$ cat src/nvr_pkg.sv
package nvr_pkg;

  localparam int unsigned LumaAw   = 18;
  localparam int unsigned ChromaAw = 17;
  localparam int unsigned CfgW     = 10;
  localparam int unsigned CoordW   = 9;
  localparam int unsigned DivNumW  = 19;
  localparam int unsigned MulAW    = 10;
  localparam int unsigned MulBW    = 17;
  localparam int unsigned MulPW    = MulAW + MulBW;

  localparam logic [CfgW-1:0] MaxOutSize = 10'd512;

  localparam logic [CfgW-1:0] RstSrcWidth  = 10'd512;
  localparam logic [CfgW-1:0] RstSrcHeight = 10'd512;
  localparam logic [CfgW-1:0] RstOutSize   = 10'd320;
  localparam logic [CfgW-1:0] RstLumaStr   = 10'd512;
  localparam logic [CfgW-1:0] RstChromaStr = 10'd512;

  // bt.601 full range, q16
  localparam logic [MulBW-1:0] QRv = 17'd91881;
  localparam logic [MulBW-1:0] QGu = 17'd22554;
  localparam logic [MulBW-1:0] QGv = 17'd46802;
  localparam logic [MulBW-1:0] QBu = 17'd116130;

  typedef enum logic [1:0] {
    CMD_LUMA   = 2'd0,
    CMD_CHROMA = 2'd1,
    CMD_EMIT   = 2'd2,
    CMD_NONE   = 2'd3
  } cmd_e;

  typedef enum logic [2:0] {
    CFG_SRC_WIDTH  = 3'd0,
    CFG_SRC_HEIGHT = 3'd1,
    CFG_OUT_SIZE   = 3'd2,
    CFG_LUMA_STR   = 3'd3,
    CFG_CHROMA_STR = 3'd4
  } cfg_idx_e;

  typedef enum logic [4:0] {
    ST_IDLE,
    ST_PREP,
    ST_MULX,
    ST_DSTX,
    ST_WAITX,
    ST_MULY,
    ST_DSTY,
    ST_WAITY,
    ST_LADDR,
    ST_CADDR,
    ST_RDL,
    ST_RDV,
    ST_RDU,
    ST_GETU,
    ST_MRV,
    ST_MGU,
    ST_MGV,
    ST_MBU,
    ST_FIN
  } state_e;

  typedef struct packed {
    logic                luma_we;
    logic                chroma_we;
    logic [LumaAw-1:0]   wr_addr;
    logic [7:0]          wr_data;
    logic                luma_re;
    logic [LumaAw-1:0]   luma_raddr;
    logic                chroma_re;
    logic [ChromaAw-1:0] chroma_raddr;
  } store_req_t;

  typedef struct packed {
    logic               start;
    logic [DivNumW-1:0] dividend;
    logic [CfgW-1:0]    divisor;
  } div_req_t;

endpackage

$ cat src/nvr_div.sv
module nvr_div (
  input  logic                      clk_i,
  input  logic                      rst_ni,
  input  nvr_pkg::div_req_t         req_i,
  output logic                      done_o,
  output logic [nvr_pkg::DivNumW-1:0] quot_o
);
  import nvr_pkg::*;

  localparam int unsigned CntW = $clog2(DivNumW + 1);

  logic                busy_q, busy_d;
  logic                done_q, done_d;
  logic [CntW-1:0]     cnt_q, cnt_d;
  logic [CfgW-1:0]     rem_q, rem_d;
  logic [CfgW-1:0]     dvs_q, dvs_d;
  logic [DivNumW-1:0]  quo_q, quo_d;
  logic [CfgW:0]       rem_sh;
  logic                ge;

  // restoring divider, one quotient bit a cycle
  always_comb begin
    rem_sh = {rem_q, quo_q[DivNumW-1]};
    ge     = rem_sh >= {1'b0, dvs_q};
    busy_d = busy_q;
    done_d = 1'b0;
    cnt_d  = cnt_q;
    rem_d  = rem_q;
    dvs_d  = dvs_q;
    quo_d  = quo_q;
    if (req_i.start) begin
      busy_d = 1'b1;
      cnt_d  = CntW'(DivNumW);
      rem_d  = '0;
      dvs_d  = req_i.divisor;
      quo_d  = req_i.dividend;
    end else if (busy_q) begin
      rem_d = ge ? CfgW'(rem_sh - {1'b0, dvs_q}) : rem_sh[CfgW-1:0];
      quo_d = {quo_q[DivNumW-2:0], ge};
      cnt_d = cnt_q - 1'b1;
      if (cnt_q == CntW'(1)) begin
        busy_d = 1'b0;
        done_d = 1'b1;
      end
    end
  end

  always_ff @(posedge clk_i or negedge rst_ni) begin
    if (!rst_ni) begin
      busy_q <= 1'b0;
      done_q <= 1'b0;
      cnt_q  <= '0;
    end else begin
      busy_q <= busy_d;
      done_q <= done_d;
      cnt_q  <= cnt_d;
    end
  end

  always_ff @(posedge clk_i) begin
    rem_q <= rem_d;
    dvs_q <= dvs_d;
    quo_q <= quo_d;
  end

  assign done_o = done_q;
  assign quot_o = quo_q;

endmodule

$ cat config.mk
export PLATFORM = sky130hd
export DESIGN_NAME = nvr_div
export DESIGN_NICKNAME = d
export VERILOG_FILES = /design/src/nvr_pkg.sv /design/src/nvr_div.sv
export SDC_FILE = /design/constraint.sdc
export NUM_CORES = 1
export LEC_CHECK = 0
export BUFFER_PORTS_ARGS = -buffer_cell sky130_fd_sc_hd__buf_2
export CORE_MARGIN = 4
export CORE_UTILIZATION = 30
export DETAILED_ROUTE_END_ITERATION = 6
export GPL_ROUTABILITY_DRIVEN = 0
export SETUP_SLACK_MARGIN = 0.05
export SLEW_MARGIN = 0
export SYNTH_ARGS = -nofsm -noshare
export SYNTH_HDL_FRONTEND = slang
export SYNTH_SLANG_ARGS = --single-unit
$ cat constraint.sdc
create_clock -name clk_i -period 3.3 [get_ports clk_i]
set_clock_uncertainty 0.15 [all_clocks]
set_input_delay 0.495 -clock clk_i [delete_from_list [all_inputs] [get_ports clk_i]]
set_output_delay 0.495 -clock clk_i [all_outputs]
set_load 0.005 [all_outputs]
==> impl_metrics.py, run 1 <==
metrics = {
    "global_routing": {
        "grt_max_degree": 32,
        "grt_use_total": 0.09707,
        "antenna_found_initial": 0,
        "grt_pass1_wl_um": 7383,
        "grt_pass1_vias": 1567,
        "grt_overflow": 0,
    },
    "logic_synthesis": {
        "ys.flop_type": "edfxtp_1",
        "syn_area_per_cell_um2": 12.08,
        "synth_area_um2": 2380,
        "async_reset_ff_frac": 0.1522,
        "synth.distinct_cells": 46,
        "synth_nets": 242,
        "yosysTopAreaCell": "edfxtp_1",
        "synth_top_family_by_area": "multiplexers",
        "synth-simple-area-share": 0.1046,
        "synth_fa_ha_area_frac": 0.07150,
        "yosysTopAreaCellShare": 0.3659,
        "synth_edf_count": 29,
        "yosys-top-cells-area": "edfxtp_1, mux2_2, dfxtp_1, dfrtp_1, ha_1",
        "syn_inst": 197,
        "muxShareOfSynthArea": 0.1130,
        "synth-seq-cells": 46,
        "synth_seq_area_share": 0.5237,
        "ys_warn_count": 0,
        "synthXorXnorAreaFrac": 0.03680,
        "synth_compound_area_frac": 0.1125,
    },
    "routing": {
        "detail-route-antenna-nets": 0,
        "drtIter0Drc": 69,
        "wl_per_cell_um": 12.61,
        "wl_um": 4453,
        "vias_per_cell": 4.569,
        "first_pass_iters": 4,
        "drc_errors": 0,
        "routed-via-count": 1613,
    },
    "sta": {
        "finalHoldViolCount": 0,
        "hold_ws_ps": 202.6,
        "rsz0062_at_grt": "false",
        "setup_violations": 0,
        "worstMarginPinSlew_ps": 720.6,
        "relSlewSlack": 0.5191,
        "setup_ws_ps": 652.8,
        "setup_tns_ps": 0,
        "fmax_ghz": 0.3778,
        "period_share": 0.8022,
        "report.final.slew_viol_count": 0,
        "post-route-min-period_ps": 2647,
    },
    "power": {
        "cellLeakagePower_nw": 1.246,
        "p_per_area_nw_per_um2": 654.8,
        "vdd_drop_max_uv": 197.5,
        "p_total_mw": 1.875,
    },
    "outcome": {
        "status": "finished clean",
    },
    "cells_and_area": {
        "num-fill-cells": 774,
        "final_cell_mix": "buf_2, edfxtp_1, mux2_2",
        "drive_gt1_frac": 0.3546,
        "antenna_cells": 0,
        "layout-area-overhead-vs-synth_pct": 20.35,
        "layout_commonest_cell": "buf_2",
        "nets": 295,
    },
    "critical_path": {
        "critPathLaunchType": "register",
        "crit_fanout": 3,
        "cp-end-kind": "register",
        "worstPathArrival_ps": 2680,
        "worstPathRequired_ps": 3330,
        "path_class": "reg2reg",
    },
    "floorplan": {
        "die-area_um2": 9422,
        "ios": 52,
        "die_h_um": 97.07,
        "start_util": 0.3080,
        "coreArea_um2": 7727,
        "die_w_um": 97.07,
        "row_count": 32,
    },
    "clocking": {
        "clk_latency_ps": 310,
        "htree_levels": 2,
        "cts_tree": "built",
        "clockBufferDepth": 2,
        "cts_setup_buffers": 0,
        "cts_buffers": 5,
        "clock-sinks": 46,
        "clkTransAtPathRegs_ps": 90,
        "cts_root_buffer": "clkbuf_8",
    },
    "place": {
        "dp_slack_ps": 646.1,
        "port_buffers": 51,
        "hpwl_um": 3211,
    },
    "worst_hold_path": {
        "holdCritPathClass": "in2reg",
    },
    "run": {
        "max-cap-violations": 0,
    },
}
## worst paths after layout
kind	slack, ps	cells after the start	end	from
hold reg to reg	360	2	rem_q[8]	rem_q[7]
hold / removal	200	1	dvs_q[8]	req_i[8]
max in group asynchronous	2460	2	cnt_q[1]	rst_ni
setup reg to reg	650	10	rem_q[8]	quot_o[18]
min in group asynchronous	380	2	cnt_q[0]	rst_ni
setup / recovery	650	10	rem_q[8]	quot_o[18]
## area by class of cell
type                            count  area, um^2  share of cell area
Tap cell                          102       127.6             0.04456
Clock inverter                      3       45.04             0.01573
Multi-Input combinational cell    129        1044              0.3644
Sequential cell                    46        1246              0.4351
Clock buffer                        5       68.82             0.02403
Inverter                           14       52.55             0.01835
Timing Repair Buffer               54       280.3             0.09786
## critical path, stage by stage (launching register included)
cell      delay, ps
edfxtp_1        380
inv_1            90
ha_1            180
inv_1            60
fa_1            410
a211oi_1        380
nor3_1          100
o31a_1          290
or3_1           300
nand3_1          90
a311oi_1         90
## per-layer routing
metal | track usage | part of all wire | vias up
li1 | - | - | 822
met3 | 0.02800 | 0.050 | 8
met5 | 0 | 0 | -
met2 | 0.1614 | 0.48 | 30
met4 | 0.04536 | 0.021 | 0
met1 | 0.1155 | 0.45 | 753
## sequential cells by signal, summed over array words and instances (netlist names)
signal  cells
rem_q      10
busy_q      1
dvs_q      10
quot_o     19
done_o      1
cnt_q       5
## cell usage after synthesis, types with 2 or more instances
library cell	number
xnor2_1	5
mux2i_1	4
nand2b_1	4
inv_1	14
nand3_1	3
a31oi_1	2
dfxtp_1	10
nor2_1	13
mux2_2	19
a21oi_1	3
nor3_1	4
o21bai_1	2
a21o_1	5
dfrtp_1	7
nand2_1	9
ha_1	12
o21ai_0	4
nor2b_1	4
xor2_1	5
edfxtp_1	29
a211oi_1	7
o22ai_1	2
buf_1	4
nor3b_1	2
clkbuf_1	3
## power by group
group / internal [mW] / total (mW) / switching, mW / leakage, nW
logic: 0.315 / 0.659 / 0.344 / 0.733
registers: 0.720 / 0.784 / 0.0637 / 0.462
clock network: 0.225 / 0.433 / 0.207 / 0.0504
## timing repair
action                    in CTS  in global routing
gates resized for setup        0                  0
hold endpoints to repair       7                  0
hold buffers                   1                  0
## stage by stage
step | instances | instance area, um^2 | util
final | 353 | 2864 | 0.3706
after global routing | 353 | 2864 | 0.3706
after CTS | 353 | 2864 | 0.3706
after detailed placement | 344 | 2740 | 0.3546
after global placement | 344 | 2740 | 0.3546
after floorplan | 197 | 2380 | -
## logic make-up after synthesis
kind of cell             Yosys count
multiplexers                      24
adder cells (fa/ha/maj)           13
XOR/XNOR                          10
buffers and inverters             22
AND/OR/NAND/NOR                   47
AO/OA/AOI/OAI                     35
flip-flops                        46
(Power assumes the default switching activity.)
==> run 2: changes to the inputs <==
clock period = 2.6 ns   (was 3.3 ns; I/O delays follow)
==> run 2 against run 1 <==
Net effect:
- cell area increased by 4.2%
- clock power rose by 43%
- cell count is 2.3% higher
- core utilization is 1.6 points higher
- die area did not move
- global-route usage is 0.69 points higher
- worst setup slack lost 470 ps
- count of clock-buffer cells in the layout did not move
- fmax rose by 9.4%
- largest power group unchanged
==> impl_metrics.py, run 2 (same netlist as run 1, synthesis figures left out) <==
metrics = {
    "outcome": {
        "status": "finished clean",
    },
    "power": {
        "internal_power_mw": 1.781,
        "clockPowerShare": 0.240,
        "p_total_mw": 2.573,
        "share_comb_of_total_power": 0.370,
        "power.switching_mw": 0.7918,
        "p_seq_frac": 0.390,
        "p_sw_frac": 0.3078,
        "p_per_area_nw_per_um2": 861.9,
        "vdd_drop_max_uv": 296.7,
        "cellLeakagePower_nw": 1.298,
    },
    "critical_path": {
        "slowest_delay_ps": 450,
        "worstPathArrival_ps": 2490,
        "critPathLaunchType": "register",
        "crit_fanout": 6,
        "r2r_cells": 8,
        "cp-end-kind": "register",
        "r2r_start": "dvs_q[8]",
        "cpMaxStageDelayCell": "or4_4",
        "rrSetupSlack_ps": 180,
        "r2r-end": "rem_q[0]",
        "timing.critical_path.cells": "inv_1 > ha_1 > nand3_1 > or4_4 > o31a_4 > and3_1 > mux2_4 > a211oi_2",
        "path_class": "reg2reg",
        "worstPathRequired_ps": 2670,
    },
    "clocking": {
        "clk_latency_ps": 300,
        "clock-sinks": 46,
        "clkTransAtPathRegs_ps": 90,
        "cts_buffers": 5,
        "htree_levels": 2,
        "clockBufferDepth": 2,
        "cts_root_buffer": "clkbuf_8",
        "cts_setup_buffers": 0,
        "cts_tree": "built",
    },
    "global_routing": {
        "grt_pass1_vias": 1748,
        "antenna_found_initial": 0,
        "grt_pass1_wl_um": 8086,
        "grt_overflow": 0,
        "grt_use_total": 0.1040,
        "grt_max_degree": 23,
    },
    "floorplan": {
        "coreArea_um2": 7727,
        "row_count": 32,
        "die-area_um2": 9422,
        "die_h_um": 97.07,
        "die_w_um": 97.07,
        "ios": 52,
        "start_util": 0.3080,
    },
    "sta": {
        "rsz0062_at_grt": "false",
        "worstMarginPinSlew_ps": 489.7,
        "report.final.slew_viol_count": 0,
        "post-route-min-period_ps": 2421,
        "fmax_ghz": 0.4131,
        "setup_violations": 0,
        "setup_tns_ps": 0,
        "period_share": 0.9310,
        "relSlewSlack": 0.6735,
        "finalHoldViolCount": 0,
    },
    "place": {
        "port_buffers": 51,
        "hpwl_um": 3427,
    },
    "routing": {
        "drtIter0Drc": 52,
        "wl_per_cell_um": 12.83,
        "drc_errors": 0,
        "routed-via-count": 1668,
        "vias_per_cell": 4.620,
        "detail-route-antenna-nets": 0,
        "first_pass_iters": 4,
        "wl_um": 4633,
    },
    "cells_and_area": {
        "layout_commonest_cell": "buf_2",
        "largest_register_ffs": 19,
        "layout-area-overhead-vs-synth_pct": 25.45,
        "antenna_cells": 0,
        "drive_gt1_frac": 0.3977,
        "final_cell_mix": "buf_2, edfxtp_1, mux2_2",
        "nets": 303,
    },
    "worst_hold_path": {
        "hold_depth": 1,
        "hold_path_end": "dvs_q[9]",
        "min-delay-start": "req_i[9]",
        "holdCritPathClass": "in2reg",
    },
    "run": {
        "max-cap-violations": 0,
    },
}
run 2: cell types whose count changed in the layout (fill, tap and decap cells not counted), moves of 2 or more:
cell / change
ha_2: +2
a211oi_1: -2
a211oi_2: +2
buf_4: +8
ha_1: -3
clkinvlp_4: -2
run 2: final cells by class:
type	count	area [um^2]
Clock inverter	3	63.81
Timing Repair Buffer	62	340.3
Clock buffer	5	68.82
Sequential cell	46	1246
Inverter	14	52.55
Fill cell	754	4742
Multi-Input combinational cell	129	1086
Tap cell	102	127.6
run 2: through the flow:
step | utilization | setup slack, ps | hold WS [ps] | instance area (um^2) | instances
after floorplan | - | 81.51 | -55.59 | 2380 | 197
after global placement | 0.3624 | 98.10 | 83.08 | 2800 | 352
after detailed placement | 0.3624 | 71.09 | 84.58 | 2800 | 352
after CTS | 0.3815 | 96.08 | 99.02 | 2948 | 361
after global routing | 0.3863 | 54.19 | 89.78 | 2985 | 361
final | 0.3863 | 179.4 | 109.7 | 2985 | 361
run 2: worst max-delay path, delay by kind of cell (launching register included):
family,cells,cell delay (ps)
buffers and inverters,1,40
muxes,1,300
AOI/OAI and AO/OA,2,340
and+or+nand+nor,3,820
DFF,1,330
adders and majority gates,1,360
run 2: power groups by stage:
stage               Sequential [mW]  Clock (mW)  Combinational, mW
global placement               1.01           0              0.892
global route                   1.02       0.674               1.08
CTS                           0.997       0.645              0.911
finish                         1.00       0.618              0.953
floorplan                      1.00           0              0.661
detailed placement             1.01           0              0.896
run 2: repair_timing:
item                                    in CTS  in global routing
gates resized for setup                      1                  8
endpoints found under the setup margin       1                  6
endpoints found under the hold margin        7                  0
pin swaps                                    0                  4
hold buffers                                 1                  0
run 2: layer usage:
metal | track usage | up-vias | routed length [um]
li1 | - | 836 | -
met1 | 0.1234 | 779 | 2042
met2 | 0.1709 | 45 | 2274
met3 | 0.04092 | 8 | 244
met4 | 0.03672 | 0 | 73
met5 | 0 | - | 0
run 2: how the worst max path moves through the flow:
stage | cells after the start | from | to
floorplan | 10 | quot_o[18] | rem_q[8]
global placement | 10 | quot_o[18] | rem_q[8]
detailed placement | 10 | quot_o[18] | rem_q[8]
CTS | 10 | quot_o[18] | rem_q[8]
global route | 10 | quot_o[18] | rem_q[8]
finish | 8 | dvs_q[8] | rem_q[0]
==> run 3: changes to the inputs <==
CORE_UTILIZATION = 50   (was 30)
CTS_BUF_LIST = sky130_fd_sc_hd__clkbuf_8   (was default)
PLACE_DENSITY = 0.74   (was default)
==> run 3 against run 2 <==
Net effect:
- first-iteration DRC count grew to 2.6 times the previous value
- cell area shrank 4.1%
- routed wire length shrank 2.0%
- worst setup slack lost 37 ps
- critical path depth is the same
- sequential cell count is the same
- cell count shrank 14%
- die area shrank 37%
- sequential power is essentially flat
- via count grew 0.48%
- sequential share of layout area grew 1.8 points
- combinational power shrank 3.0%
- critical endpoint unchanged
- highest routed layer unchanged
==> impl_metrics.py, run 3 (same netlist as run 1, synthesis figures left out) <==
metrics = {
    "global_routing": {
        "grt_pass1_vias": 1741,
        "grtUsageMet2": 0.2831,
        "gr-usage-met1": 0.2062,
        "grt_max_degree": 22,
        "grt_use_total": 0.1663,
        "antenna_found_initial": 0,
        "gr-usage-met3": 0.03864,
        "top_usage_layer": "met2",
        "grt_overflow": 0,
        "grt_pass1_wl_um": 7941,
    },
    "critical_path": {
        "cpMaxStageDelayCell": "or4_4",
        "rrSetupSlack_ps": 140,
        "r2r_cells": 8,
        "r2r_start": "dvs_q[7]",
        "endpoint": "rem_q[0]",
        "worstPathRequired_ps": 2680,
        "r2r-end": "rem_q[0]",
        "slowest_delay_ps": 450,
        "cp-end-kind": "register",
        "timing.critical_path.cells": "inv_1 > ha_1 > nand3_1 > or4_4 > o31a_4 > and3_1 > mux2_4 > a211oi_2",
        "critPathLaunchType": "register",
        "path_class": "reg2reg",
        "worstSetupStartpoint": "dvs_q[7]",
        "worstPathArrival_ps": 2540,
        "crit_fanout": 5,
    },
    "clocking": {
        "cts_root_buffer": "clkbuf_8",
        "clock-sinks": 46,
        "cts_tree": "built",
        "clk_latency_ps": 300,
        "clkTransAtPathRegs_ps": 90,
        "htree_levels": 2,
        "cts_setup_buffers": 0,
        "clockBufferDepth": 2,
        "cts_buffers": 5,
    },
    "cells_and_area": {
        "layout_commonest_cell": "buf_2",
        "final_cell_mix": "buf_2, edfxtp_1, mux2_2",
        "num-fill-cells": 369,
        "drive_gt1_frac": 0.4015,
        "antenna_cells": 0,
        "largest_register_ffs": 19,
        "finalCoreUtilization": 0.6395,
        "nets": 303,
        "design_area_um2": 2861,
        "layout-area-overhead-vs-synth_pct": 20.24,
    },
    "floorplan": {
        "die_h_um": 76.99,
        "ios": 52,
        "start_util": 0.5319,
        "die_w_um": 76.99,
        "coreArea_um2": 4474,
        "die-area_um2": 5927,
        "row_count": 24,
    },
    "sta": {
        "relSlewSlack": 0.6013,
        "finalHoldViolCount": 0,
        "post-route-min-period_ps": 2458,
        "period_share": 0.9453,
        "fmax_ghz": 0.4069,
        "setup_tns_ps": 0,
        "report.final.slew_viol_count": 0,
        "setup_violations": 0,
        "rsz0062_at_grt": "true",
        "worstMarginPinSlew_ps": 598.1,
        "setup_ws_ps": 142.1,
    },
    "routing": {
        "wl_per_cell_um": 14.60,
        "drtIter0Drc": 135,
        "drc_errors": 0,
        "routed-via-count": 1676,
        "wl_um": 4541,
        "detail-route-antenna-nets": 0,
        "vias_per_cell": 5.389,
        "first_pass_iters": 4,
    },
    "place": {
        "placed_area_um2": 2738,
        "hpwl_um": 3387,
        "dp_slack_ps": 43.68,
        "port_buffers": 51,
    },
    "power": {
        "cellLeakagePower_nw": 1.274,
        "p_per_area_nw_per_um2": 824.1,
        "p_total_mw": 2.358,
        "vdd_drop_max_uv": 478.6,
    },
    "outcome": {
        "status": "finished clean",
    },
    "run": {
        "max-cap-violations": 0,
    },
    "worst_hold_path": {
        "holdCritPathClass": "in2reg",
    },
}
[run 3: changes by cell type in the layout (fill, tap and decap cells not counted), sizes merged]
cell and change:
clkinv +1, bufinv -2, clkinvlp +1
[run 3: stage by stage]
step / hold WS [ps] / instances
after floorplan: -55.59 / 197
after global placement: 76.43 / 302
after detailed placement: 83.02 / 302
after CTS: 98.69 / 311
after global routing: 89.67 / 311
final: 109.9 / 311
[run 3: worst max-delay path: cells and delay by family (launching register included)]
kind            cells  cell delay [ps]
simple gates        3              840
fa+ha+maj           1              380
flops               1              330
compound gates      2              330
mux                 1              310
buf+inv             1               40
[run 3: where the power goes]
part	switching (mW)	internal, mW	total (mW)
sequential	0.0858	0.914	1.00
combinational	0.460	0.464	0.924
clock	0.246	0.189	0.435
total	0.791	1.57	2.36
[run 3: worst min-delay path by stage]
stage	start	end	slack (ps)	cells past startpoint
2_1_floorplan	rst_ni	busy_q	-60	0
6_report	req_i[8]	dvs_q[8]	110	1
3_5_place_dp	rst_ni	cnt_q[0]	80	1
3_3_place_gp	rst_ni	cnt_q[1]	80	1
5_1_grt	req_i[1]	dvs_q[1]	90	1
4_1_cts	req_i[1]	dvs_q[1]	100	1
[run 3: per-layer routing]
layer | wire length [um] | part of all wire
met1 | 1907 | 0.42
met2 | 2394 | 0.53
met3 | 172 | 0.038
met4 | 65 | 0.014
met5 | 0 | 0
[run 3: cell type report]
type / count / area (um^2) / share of cell area
clock inverter: 3 / 21.27 / 0.007433
timing repair buffer: 62 / 340.3 / 0.1189
multi-input combinational: 129 / 1067 / 0.3730
inverter: 14 / 52.55 / 0.01836
tap: 52 / 65.06 / 0.02274
sequential: 46 / 1246 / 0.4355
clock buffer: 5 / 68.82 / 0.02405
[run 3: what timing repair did]
action	CTS	global route
setup endpoints to repair	1	4
hold buffers	1	0
resized for setup	1	7
pin swaps	0	2
endpoints found under the hold margin	7	0
